$ cat config.mk
export PLATFORM = sky130hd
export DESIGN_NAME = swa_ctrl
export DESIGN_NICKNAME = d
export VERILOG_FILES = /design/src/hw/rtl/swa_pkg.sv /design/src/hw/rtl/swa_ctrl.sv
export SDC_FILE = /design/constraint.sdc
export NUM_CORES = 1
export LEC_CHECK = 0
export CAP_MARGIN = 20
export CORE_AREA = 5 5 42 44
export CTS_BUF_LIST = sky130_fd_sc_hd__clkbuf_16
export DETAILED_ROUTE_END_ITERATION = 10
export DIE_AREA = 0 0 47 49
export DONT_BUFFER_PORTS = 1
export PLACE_DENSITY = 0.3
export SLEW_MARGIN = 20
export SYNTH_ARGS = -nofsm -noshare
export SYNTH_HDL_FRONTEND = slang
export SYNTH_SLANG_ARGS = --single-unit
$ cat constraint.sdc
create_clock -name clk -period 1.3 [get_ports clk]
set_input_delay 0.13 -clock clk [delete_from_list [all_inputs] [get_ports clk]]
set_output_delay 0.13 -clock clk [all_outputs]
set_load 0.02 [all_outputs]
$ cat src/hw/rtl/swa_pkg.sv
// shared types, codes and helpers for the affine-gap local alignment scorer
// no dependencies
`default_nettype none

package swa_pkg;

    localparam logic [1:0] MODE_TABLE = 2'd0;
    localparam logic [1:0] MODE_REF   = 2'd1;
    localparam logic [1:0] MODE_QUERY = 2'd2;
    localparam logic [1:0] MODE_SPARE = 2'd3;

    localparam logic CFG_GAP_OPEN   = 1'b0;
    localparam logic CFG_GAP_EXTEND = 1'b1;

    localparam logic signed [17:0] SAT_HI = 18'sd32767;
    localparam logic signed [17:0] SAT_LO = -18'sd32768;

    typedef enum logic [2:0] {
        ST_IDLE,
        ST_FETCH_REF,
        ST_FETCH_SUB,
        ST_CALC,
        ST_EMIT
    } state_t;

    typedef struct packed {
        logic accept;
        logic calc;
        logic emit;
    } cmd_t;

    typedef struct packed {
        logic len_zero;
        logic last_cell;
        logic emit_pending;
        logic out_free;
    } status_t;

    function automatic logic signed [15:0] clip16(input logic signed [17:0] v);
        logic signed [15:0] r;
        if (v > SAT_HI)
            r = 16'sh7fff;
        else if (v < SAT_LO)
            r = 16'sh8000;
        else
            r = v[15:0];
        return r;
    endfunction

    function automatic logic clipped(input logic signed [17:0] v);
        return (v > SAT_HI) || (v < SAT_LO);
    endfunction

endpackage

`default_nettype wire

$ cat src/hw/rtl/swa_ctrl.sv
// sequencer for the scorer: accepts words, walks the row cell by cell, emits
// depends on swa_pkg
`default_nettype none

module swa_ctrl (
    input  wire logic             clk,
    input  wire logic             rst_n,
    input  wire logic             in_valid,
    input  wire logic [1:0]       mode,
    input  wire logic             last,
    input  wire swa_pkg::status_t st,
    output logic                  in_ready,
    output swa_pkg::cmd_t         cmd
);

    swa_pkg::state_t state_reg, state_next;
    logic acc;

    assign acc = in_valid && (state_reg == swa_pkg::ST_IDLE);

    always_ff @(posedge clk or negedge rst_n)
    begin
        if (!rst_n)
            state_reg <= swa_pkg::ST_IDLE;
        else
            state_reg <= state_next;
    end

    always_comb
    begin
        state_next = state_reg;
        case (state_reg)
            swa_pkg::ST_IDLE:
            begin
                if (acc && mode == swa_pkg::MODE_QUERY)
                begin
                    if (!st.len_zero)
                        state_next = swa_pkg::ST_FETCH_REF;
                    else if (last)
                        state_next = swa_pkg::ST_EMIT;
                end
            end
            swa_pkg::ST_FETCH_REF: state_next = swa_pkg::ST_FETCH_SUB;
            swa_pkg::ST_FETCH_SUB: state_next = swa_pkg::ST_CALC;
            swa_pkg::ST_CALC:
            begin
                if (!st.last_cell)
                    state_next = swa_pkg::ST_FETCH_REF;
                else if (st.emit_pending)
                    state_next = swa_pkg::ST_EMIT;
                else
                    state_next = swa_pkg::ST_IDLE;
            end
            swa_pkg::ST_EMIT:
            begin
                if (st.out_free)
                    state_next = swa_pkg::ST_IDLE;
            end
            default: state_next = swa_pkg::ST_IDLE;
        endcase
    end

    always_comb
    begin
        in_ready   = 1'b0;
        cmd.accept = 1'b0;
        cmd.calc   = 1'b0;
        cmd.emit   = 1'b0;
        case (state_reg)
            swa_pkg::ST_IDLE:
            begin
                in_ready   = 1'b1;
                cmd.accept = in_valid;
            end
            swa_pkg::ST_CALC: cmd.calc = 1'b1;
            swa_pkg::ST_EMIT: cmd.emit = st.out_free;
            default: ;
        endcase
    end

endmodule

`default_nettype wire

After elaboration in Yosys (flattened, before gate mapping) --
Index checks and enable logic that the tools add are counted.
Cells by class: equal/unequal tests 8, multiplexer cells 11, reductions and logical operators 4
Operators by type and width (number):
- $mux 3 | 6
- $pmux 3 s5 | 1
- $eq 3x2->1 const B | 2
- $mux 1 | 4
- $eq 3x1->1 const B | 1
- $eq 3x3->1 const B | 1
- $logic_not 3->1 | 1
- $ne 3x3->1 const B | 1
- $reduce_and 3->1 | 1
- $eq 2x2->1 const B | 1
- $logic_and 1x1->1 | 2
- $ne 2x1->1 const B | 1
- $ne 2x2->1 const B | 1
Word-level totals: flip-flop bits (word level) 3, input bits 10, output and inout port bits 4, word-level logic and storage cells 24

Depth between registers and ports, before layout --
Gate-level depths: netlist of the first run.
depth after elaboration 5, gate-level depth with buffers 4, gate-level depth less buffers 3

Least setup slack after synthesis of the first run --
OpenSTA, ideal clock, no wires.
path type reg-to-output, start reg state_reg[1], end out in_ready, arrival time 0.993 ns, required time 1.170 ns, slack 0.177 ns, stages on the path, launching flop included 3, path buffers 1, cells stage by stage dfrtp_1 -> buf_2 -> nor3_1
On the way: word-level cells in the longest chain between the ends 2
RTL lines:
- start: declaration | RTL line swa_ctrl.sv:16 | swa_pkg::state_t state_reg, state_next;
- start signal: assignment | RTL line swa_ctrl.sv:24 | state_reg <= swa_pkg::ST_IDLE;
- start signal: assignment | RTL line swa_ctrl.sv:26 | state_reg <= state_next;
- $logic_not 3->1 | RTL line swa_ctrl.sv:69 | case (state_reg)
- $mux 1 | RTL line swa_ctrl.sv:69
- end: declaration | RTL line swa_ctrl.sv:12 | output logic in_ready,
Every way passes these cells.

==> impl_metrics.csv, run 1 <==
group,metric,value,unit
clock_network,path_clk_slew,0.03,ns
cells_and_area,stdcell_count,48,
synthesis,seq_area_frac_synth,32.61,%
clock_network,clkSinkCount,3,
sta,setup-tns-final,0,ns
cells_and_area,fin_util,25.98,%
setup_path,cp-end-kind,"output pin",
synthesis,synth.distinct_cells,18,
global_route,gr-total-overflow,0,
synthesis,syn_inst,26,
sta,fin_hold_ws,0.1139,ns
global_route,grt_use_met3,5.535,%
power,vdd_ir_drop_max,0.001114,V
setup_path,crit_type,"reg2out",
clock_network,clk_latency,0.22,ns
global_route,top_usage_layer,"met2",
global_route,grt_use_met2,10.63,%
sta,maxSlewHeadroom,73.08,%
sta,finalCritPeriodShare,97.31,%
detailed_routing,drt-initial-drc-count,1,
synthesis,yosys_warnings,0,
die,start_util,16.43,%
global_route,grt_pass1_wl,1076,µm
die,dieArea,2303,µm²
clock_network,ctsHtreeMaxLevel,1,
sta,hold_viol,0,
synthesis,synth-seq-cells,3,
sta,clock.fmax,0.7905,GHz
global_route,grt_pass1_vias,233,
global_route,antenna_found_initial,0,
sta,finalSetupViolCount,0,
power,leakagePower,0.1597,nW
detailed_routing,postRouteAntennaNets,0,
setup_path,start_kind,"register",
detailed_routing,drc,0,
die,dieHeight,49,µm
cells_and_area,syn_to_final_growth,58.15,%
global_route,grt_max_degree,9,
clock_network,cts_made_buffers,3,
run,maxCapViolCount,0,
outcome,status,"complete, no violations",
clock_network,clockBufferDepth,2,
die,core-area,1401,µm²
cells_and_area,largest_register_ff_count,3,
detailed_routing,routed-via-count,222,
detailed_routing,detail_route.vias_per_cell,4.625,
placed_design,place_inst,41,
global_route,use_met1,6.181,%
sta,slew_violations,0,
sta,skew,0.0002136,ns
setup_path,cp_data_arrival_time,1.14,ns
cells_and_area,drive_above_1_share,43.75,%
clock_network,cts_tree,"built",
detailed_routing,drtPass1Iterations,4,
worst_hold_path,hold_path.class,"in2reg",
cells_and_area,fin_nets,43,
detailed_routing,wl_per_cell,13.77,µm
synthesis,avgSynthCellArea,8.855,µm²
die,pin_count,14,
sta,worst_slew_pin_slew,0.4023,ns
synthesis,synth_area,230.2,µm²
setup_path,path_max_fanout,7,
detailed_routing,totalWireLength,661,µm
sta,period_needed,1.265,ns
placed_design,dp_hpwl,499.5,µm
power,p_per_area,3105,nW/µm²
placed_design,portBuffers,0,
die,num_rows,14,
cells_and_area,n_antenna_cell,0,
placed_design,gp_congestion,0.6331,
synthesis,synthesis.nets,36,
global_route,track_usage,7.193,%
clock_network,cts-root-buf,"clkbuf_16",
die,fp.dieW,47,µm
setup_path,crit_required,1.17,ns
==> critical path: stages (launching register included) <==
cell and delay [ns]:
dfrtp_1 0.40, buf_4 0.18, nor2_1 0.34
==> placed cells by master, fill, tap and decap left out, types with 2 or more instances in the layout <==
| master | netlist | layout |
|---|---|---|
| buf_4 | 1 | 5 |
| clkbuf_16 | 0 | 3 |
| dfrtp_2 | 0 | 2 |
| nand2_1 | 2 | 2 |
| nor2_1 | 5 | 4 |
==> cell usage after synthesis <==
cell / instances / area (µm²)
nor4b_1: 1 / 8.760
and3_2: 1 / 7.510
or2b_1: 1 / 7.510
buf_2: 2 / 10.01
and4bb_1: 1 / 12.51
nor3_1: 1 / 5.000
xnor2_1: 1 / 8.760
buf_6: 1 / 11.26
a21boi_1: 1 / 7.510
dfrtp_1: 3 / 75.07
a21oi_1: 1 / 5.000
buf_4: 1 / 7.510
nand2_1: 2 / 7.510
o31ai_2: 1 / 12.51
a32oi_1: 1 / 8.760
nand3b_1: 1 / 7.510
nor2_1: 5 / 18.77
and4_1: 1 / 8.760
==> worst paths after layout <==
path / start / to / slack [ns] / cells after the start
min: st[0] / state_reg[2]$_DFFE_PN0P_ / 0.11 / 2
max reg2reg: state_reg[0]$_DFFE_PN0P_ / state_reg[2]$_DFFE_PN0P_ / 0.17 / 4
min reg2reg: state_reg[0]$_DFFE_PN0P_ / state_reg[1]$_DFFE_PN0P_ / 0.63 / 2
max in group asynchronous: rst_n / state_reg[0]$_DFFE_PN0P_ / 0.96 / 1
min in group asynchronous: rst_n / state_reg[2]$_DFFE_PN0P_ / 0.17 / 1
max: state_reg[2]$_DFFE_PN0P_ / cmd[1] / 0.03 / 2
==> report_power, final <==
group          internal (mW)  switching, mW  total [mW]
clock network          0.396         0.0812       0.478
registers              0.146         0.0863       0.233
logic                  0.209          0.211       0.420
total                  0.752          0.378        1.13
==> cell families (layout without fill, tap and decap cells) <==
family / count (synthesis) / in the layout / share of synthesized area, %
and+or+nand+nor: 14 / 14 / 36.42
AOI/OAI and AO/OA: 4 / 4 / 14.67
buffers and inverters: 4 / 10 / 12.50
DFF: 3 / 3 / 32.61
xor gates and xnor gates: 1 / 1 / 3.805
==> area by class of cell <==
class | count | area, µm²
Multi-Input combinational cell | 19 | 140.1
Clock inverter | 1 | 3.754
Tap cell | 16 | 20.02
Clock buffer | 3 | 75.07
Sequential cell | 3 | 77.57
Fill cell | 164 | 1037
Timing Repair Buffer | 6 | 47.55
==> through the flow <==
| step | total power, mW | setup WS [ns] | cell area, µm² |
|---|---|---|---|
| final | 1.130 | 0.03492 | 364.1 |
| after global routing | 1.208 | -0.006598 | 364.1 |
| after CTS | 1.066 | -0.03292 | 332.8 |
| after detailed placement | 0.5692 | 0.1786 | 244.0 |
| after global placement | 0.5649 | 0.2119 | 244.0 |
| after floorplan | 0.5122 | 0.1771 | 230.2 |
==> metal layers <==
| metal | vias up | part of all wire, % |
|---|---|---|
| met5 | - | 0 |
| met4 | 0 | 2.1 |
| met3 | 2 | 11 |
| met2 | 11 | 52 |
| met1 | 106 | 34 |
| li1 | 103 | - |
==> what timing repair did <==
action / CTS / global route
pin swaps: 0 / 1
hold buffers: 1 / 0
buffers inserted: 0 / 2
endpoints found under the hold margin: 3 / 0
gates resized for setup: 0 / 5
setup endpoints to repair: 2 / 2
Power figures use the tool's default switching activity.
==> run 2, diff against run 1 <==
- ABC_CLOCK_PERIOD_IN_PS: unset -> 1300
- RECOVER_POWER: unset -> 100
==> run 2 against run 1 <==
  * Clock skew unchanged
  * Via count unchanged
  * Power down 1.9%
  * Clock-buffer cell count unchanged
  * Worst hold slack unchanged
  * Combinational power down 5.0%
  * Non-clock buffer count unchanged
  * Critical endpoint unchanged
  * Highest routed layer unchanged
==> impl_metrics.csv, run 2 (synthesis results as in run 1) <==
group,metric,value,unit
outcome,status,"complete, no violations",
clock_network,path_clk_slew,0.03,ns
cells_and_area,n_antenna_cell,0,
die,core-area,1401,µm²
cells_and_area,syn_to_final_growth,55.98,%
sta,worst_slew_pin_slew,0.3957,ns
cells_and_area,fin_nets,43,
placed_design,pre_cts_slack,0.1786,ns
setup_path,cp_data_arrival_time,1.13,ns
cells_and_area,largest_register_ff_count,3,
setup_path,critPathTopFamily,"flip-flops",
clock_network,cts_made_buffers,3,
power,vdd_ir_drop_max,0.001114,V
worst_hold_path,whs_endpoint,"state_reg[2]$_DFFE_PN0P_",
global_route,antenna_found_initial,0,
global_route,grt_max_degree,9,
sta,finalCritPeriodShare,96.94,%
cells_and_area,drive_above_1_share,43.75,%
setup_path,reg2reg_depth,4,
die,pin_count,14,
clock_network,ctsHtreeMaxLevel,1,
die,num_rows,14,
detailed_routing,wl_per_cell,13.75,µm
setup_path,slowest_delay,0.40,ns
setup_path,reg2reg_from,"state_reg[0]$_DFFE_PN0P_",
sta,finalSetupViolCount,0,
global_route,gr-total-overflow,0,
placed_design,portBuffers,0,
setup_path,slowest_stage,"dfrtp_1",
setup_path,crit_type,"reg2out",
clock_network,clockBufferDepth,2,
detailed_routing,detail_route.vias_per_cell,4.625,
setup_path,path_buf_inv,1,
sta,period_needed,1.260,ns
setup_path,cp-end-kind,"output pin",
global_route,grt_pass1_wl,1076,µm
die,start_util,16.43,%
run,maxCapViolCount,0,
detailed_routing,totalWireLength,660,µm
sta,hold_viol,0,
power,p_per_area,3090,nW/µm²
die,dieHeight,49,µm
setup_path,crit_required,1.17,ns
setup_path,rrSetupSlack,0.17,ns
placed_design,gp_congestion,0.6331,
setup_path,start_kind,"register",
setup_path,path_max_fanout,7,
power,leakagePower,0.1588,nW
sta,fin_hold_ws,0.1139,ns
worst_hold_path,whs_path_depth,2,
clock_network,clk_latency,0.22,ns
global_route,track_usage,7.193,%
worst_hold_path,hold_path_startpoint,"st[0]",
setup_path,cp.depth,2,
clock_network,cts_tree,"built",
cells_and_area,mostFrequentLayoutCell,"nor2_1",
placed_design,dp_hpwl,499.5,µm
sta,skew,0.0002136,ns
die,fp.dieW,47,µm
detailed_routing,drtPass1Iterations,4,
worst_hold_path,hold_path.class,"in2reg",
sta,clock.fmax,0.7935,GHz
cells_and_area,mostFrequentLayoutCells,"nor2_1, clkbuf_16, buf_4, nand2_1, dfrtp_2",
detailed_routing,drt-initial-drc-count,1,
sta,maxSlewHeadroom,73.52,%
global_route,grt_pass1_vias,233,
detailed_routing,drc,0,
clock_network,cts-root-buf,"clkbuf_16",
detailed_routing,routed-via-count,222,
die,dieArea,2303,µm²
cells_and_area,fillers,165,
setup_path,crit_chain,"buf_4, nor2_1",
setup_path,reg2reg_to,"state_reg[2]$_DFFE_PN0P_",
sta,setup_ws,0.03977,ns
clock_network,clkSinkCount,3,
detailed_routing,postRouteAntennaNets,0,
cells_and_area,fin_util,25.62,%
sta,slew_violations,0,
-- run 2: cell count changes in the layout (fill, tap and decap cells not counted) --
cell,before,now
buf_4,5,3
buf_2,0,1
clkbuf_2,0,1
-- run 2: area by class of cell --
class                      count  area [µm²]  area share (%)
sequential                     3       77.57           21.60
timing repair buffer           6       42.54           11.85
clock buffer                   3       75.07           20.91
tap                           16       20.02           5.575
multi-input combinational     19       140.1           39.02
clock inverter                 1       3.754           1.045
-- run 2: where the power goes --
group | internal, mW | leakage [nW] | switching (mW)
combinational | 0.190 | 0.0806 | 0.210
sequential | 0.146 | 0.0359 | 0.0863
clock | 0.396 | 0.0423 | 0.0812
-- run 2: what timing repair did --
item                       4_1_cts  5_1_grt
resized for setup                0        5
setup endpoints to repair        2        2
pin swaps                        0        1
hold buffers                     1        0
hold endpoints to repair         3        0
setup buffers                    0        2
-- run 2: worst max-delay path by stage --
stage	from	end	slack, ns
finish	state_reg[2]$_DFFE_PN0P_	cmd[1]	0.04
CTS	state_reg[1]$_DFFE_PN0P_	cmd[2]	-0.03
floorplan	state_reg[1]$_DFFE_PN0P_	in_ready	0.18
global placement	state_reg[1]$_DFFE_PN0P_	state_reg[2]$_DFFE_PN0P_	0.21
detailed placement	state_reg[1]$_DFFE_PN0P_	state_reg[2]$_DFFE_PN0P_	0.18
global route	state_reg[2]$_DFFE_PN0P_	cmd[1]	-0.007
-- run 2: layer usage --
layer / wire (µm) / vias to the layer above / GRT usage (%) / part of all wire [%]
li1: - / 103 / - / -
met1: 225 / 106 / 6.181 / 34
met2: 347 / 11 / 10.63 / 53
met3: 73 / 2 / 5.535 / 11
met4: 14 / 0 / 5.530 / 2.1
met5: 0 / - / 0 / 0
-- run 2: through the flow --
| stage | cells | power [mW] | instance area, µm² | setup TNS (ns) |
|---|---|---|---|---|
| global placement | 41 | 0.5649 | 244.0 | 0 |
| floorplan | 26 | 0.5122 | 230.2 | 0 |
| CTS | 46 | 1.066 | 332.8 | -0.06227 |
| global route | 48 | 1.187 | 359.1 | -0.006598 |
| detailed placement | 41 | 0.5692 | 244.0 | 0 |
| finish | 48 | 1.110 | 359.1 | 0 |
==> run 3, diff against run 2 <==
- ABC_AREA: unset -> 1
==> run 3 against run 2 <==
  * Design area rose by 8.7%
  * Critical path depth rose by 2
  * Clock-buffer cell count did not move
  * Clock skew barely moved
  * Routed wire length rose by 2.1%
  * Flip-flop and latch count did not move
  * Global-route usage fell by 0.63 points
  * Critical path type unchanged
  * Largest cell class unchanged
==> impl_metrics.csv, run 3 <==
group,metric,value,unit
worst_hold_path,hold_path_startpoint,"st[2]",
global_route,antenna_found_initial,0,
synthesis,ys_top_cells_by_area,"dfrtp_1, nor2_4, nand3_1, nand3_2, inv_1",
die,start_util,17.05,%
setup_path,crit_chain,"nor2_4, inv_1, nor3_2, buf_4",
sta,setup-tns-final,0,ns
clock_network,clkSinkCount,3,
cells_and_area,fin_nets,55,
sta,slew_violations,0,
setup_path,cp_data_arrival_time,1.11,ns
synthesis,yosys.area.top_type,"dfrtp_1",
detailed_routing,detail_route.vias_per_cell,4.250,
synthesis,synth-seq-cells,3,
setup_path,setup.worst_path.start,"state_reg[0]$_DFFE_PN0P_",
sta,fin_hold_ws,0.1207,ns
synthesis,async_reset_ff_share,100.0,%
die,num_rows,14,
power,p_per_area,2826,nW/µm²
sta,setup_ws,0.06464,ns
global_route,use_met1,7.982,%
detailed_routing,drt-initial-drc-count,4,
setup_path,path_max_fanout,3,
sta,worst_slew_pin_slew,0.2190,ns
setup_path,reg2reg_from,"state_reg[0]$_DFFE_PN0P_",
clock_network,clockBufferDepth,2,
run,maxCapViolCount,0,
synthesis,synth_common_cells,"inv_1, nand2_1, nor2_1",
global_route,grt_max_degree,7,
clock_network,path_clk_slew,0.03,ns
power,total_power,1.103,mW
cells_and_area,largest_register_ff_count,3,
detailed_routing,drc,0,
cells_and_area,syn_to_final_growth,63.35,%
sta,period_needed,1.235,ns
global_route,gr-total-overflow,0,
synthesis,synth_ff_type,"dfrtp_1",
cells_and_area,drive_above_1_share,38.64,%
setup_path,slowest_stage,"dfrtp_2",
global_route,grt_pass1_vias,253,
synthesis,synth_area,239.0,µm²
placed_design,portBuffers,0,
detailed_routing,routed-via-count,255,
setup_path,crit_type,"reg2out",
synthesis,netlist.area_leader.share,31.41,%
sta,maxSlewHeadroom,85.45,%
cells_and_area,n_antenna_cell,0,
clock_network,clk_latency,0.22,ns
sta,finalCritPeriodShare,95.03,%
synthesis,synth.distinct_cells,15,
die,dieArea,2303,µm²
synthesis,synth_edf_count,0,
clock_network,cts_tree,"built",
global_route,top_usage_layer,"met2",
synthesis,seq_area_frac_synth,31.41,%
global_route,grt_use_met2,8.371,%
die,fp.dieW,47,µm
sta,clock.fmax,0.8095,GHz
global_route,grt_use_met3,2.952,%
detailed_routing,drtPass1Iterations,4,
setup_path,path_buf_inv,2,
detailed_routing,wl_per_cell,11.23,µm
clock_network,ctsHtreeMaxLevel,1,
worst_hold_path,whs_path_depth,3,
outcome,status,"complete, no violations",
worst_hold_path,hold_path.class,"in2reg",
sta,hold_viol,0,
clock_network,cts-root-buf,"clkbuf_16",
synthesis,avgSynthCellArea,7.029,µm²
setup_path,cp-end-kind,"output pin",
power,vdd_ir_drop_max,0.0008922,V
setup_path,critPathTopFamily,"flip-flops",
sta,skew,0.0004227,ns
placed_design,pre_cts_slack,0.1699,ns
setup_path,start_kind,"register",
clock_network,cts_made_buffers,3,
detailed_routing,totalWireLength,674,µm
global_route,track_usage,6.568,%
setup_path,crit_required,1.17,ns
detailed_routing,postRouteAntennaNets,0,
global_route,grt_pass1_wl,1055,µm
synthesis,synthesis.nets,44,
placed_design,gp_congestion,0.6745,
die,dieHeight,49,µm
synthesis,syn_inst,34,
die,pin_count,14,
sta,finalSetupViolCount,0,
setup_path,slowest_delay,0.42,ns
synthesis,yosys_warnings,0,
sta,grt_setup_unrepaired,"no",
setup_path,reg2reg_depth,5,
power,leakagePower,0.2039,nW
cells_and_area,mostFrequentLayoutCells,"inv_1, nand2_1, buf_4, nor2_1, nand3_1",
die,core-area,1401,µm²
setup_path,cp.depth,4,
[run 3: cell count changes after synthesis, sizes merged, moves of 2 or more]
cell,previous run,this run
buf,4,1
inv,0,6
nand2,2,6
nand3,0,6
nor2,5,7
[run 3: area by class of cell]
cell class	instances	area [µm²]
Clock inverter	1	3.754
Timing Repair Buffer	7	55.05
Sequential cell	3	77.57
Inverter	6	22.52
Clock buffer	3	75.07
Multi-Input combinational cell	24	136.4
Fill cell	161	1011
Tap cell	16	20.02
[run 3: worst register-to-register path, cell delays in order (launching register included)]
cell and delay, ns:
dfrtp_2 0.42, nor2_4 0.13, buf_4 0.15, nand3_1 0.11, nand4_1 0.11, nand2_1 0.05
[run 3: cell families after synthesis]
group | synth area share, %
simple gates | 51.84
buf+inv | 12.57
flops | 31.41
compound gates | 4.184
[run 3: through the flow]
step | std cells | cell area (µm²) | utilization [%]
floorplan | 34 | 239.0 | -
global placement | 52 | 274.0 | 19.55
detailed placement | 52 | 274.0 | 19.55
CTS | 58 | 371.6 | 26.52
global route | 60 | 390.4 | 27.86
finish | 60 | 390.4 | 27.86
[run 3: layer usage]
layer	up-vias	wire length (µm)	part of all wire, %
met5	-	0	0
met4	0	22	3.3
met3	2	44	6.5
met2	9	302	45
met1	117	305	45
li1	127	-	-
[run 3: timing repair]
action | in CTS | in global routing
buffers inserted | 1 | 2
endpoints found under the hold margin | 3 | 0
pin swaps | 1 | 0
hold buffers | 1 | 0
resized for setup | 1 | 2
setup endpoints to repair | 2 | 2
[run 3: final timing paths]
path                       slack, ns                       end
max                             0.06                    cmd[0]
min                             0.12  state_reg[0]$_DFFE_PN0P_
max reg2reg                     0.21  state_reg[2]$_DFFE_PN0P_
min reg2reg                     0.54  state_reg[1]$_DFFE_PN0P_
max in group asynchronous       0.98  state_reg[2]$_DFFE_PN0P_
min in group asynchronous       0.16  state_reg[0]$_DFFE_PN0P_
[run 3: where the power goes]
group	leakage (nW)	switching, mW	internal (mW)
Combinational	0.126	0.240	0.187
Clock	0.0423	0.0847	0.397
Sequential	0.0351	0.0568	0.138
Total	0.204	0.381	0.722
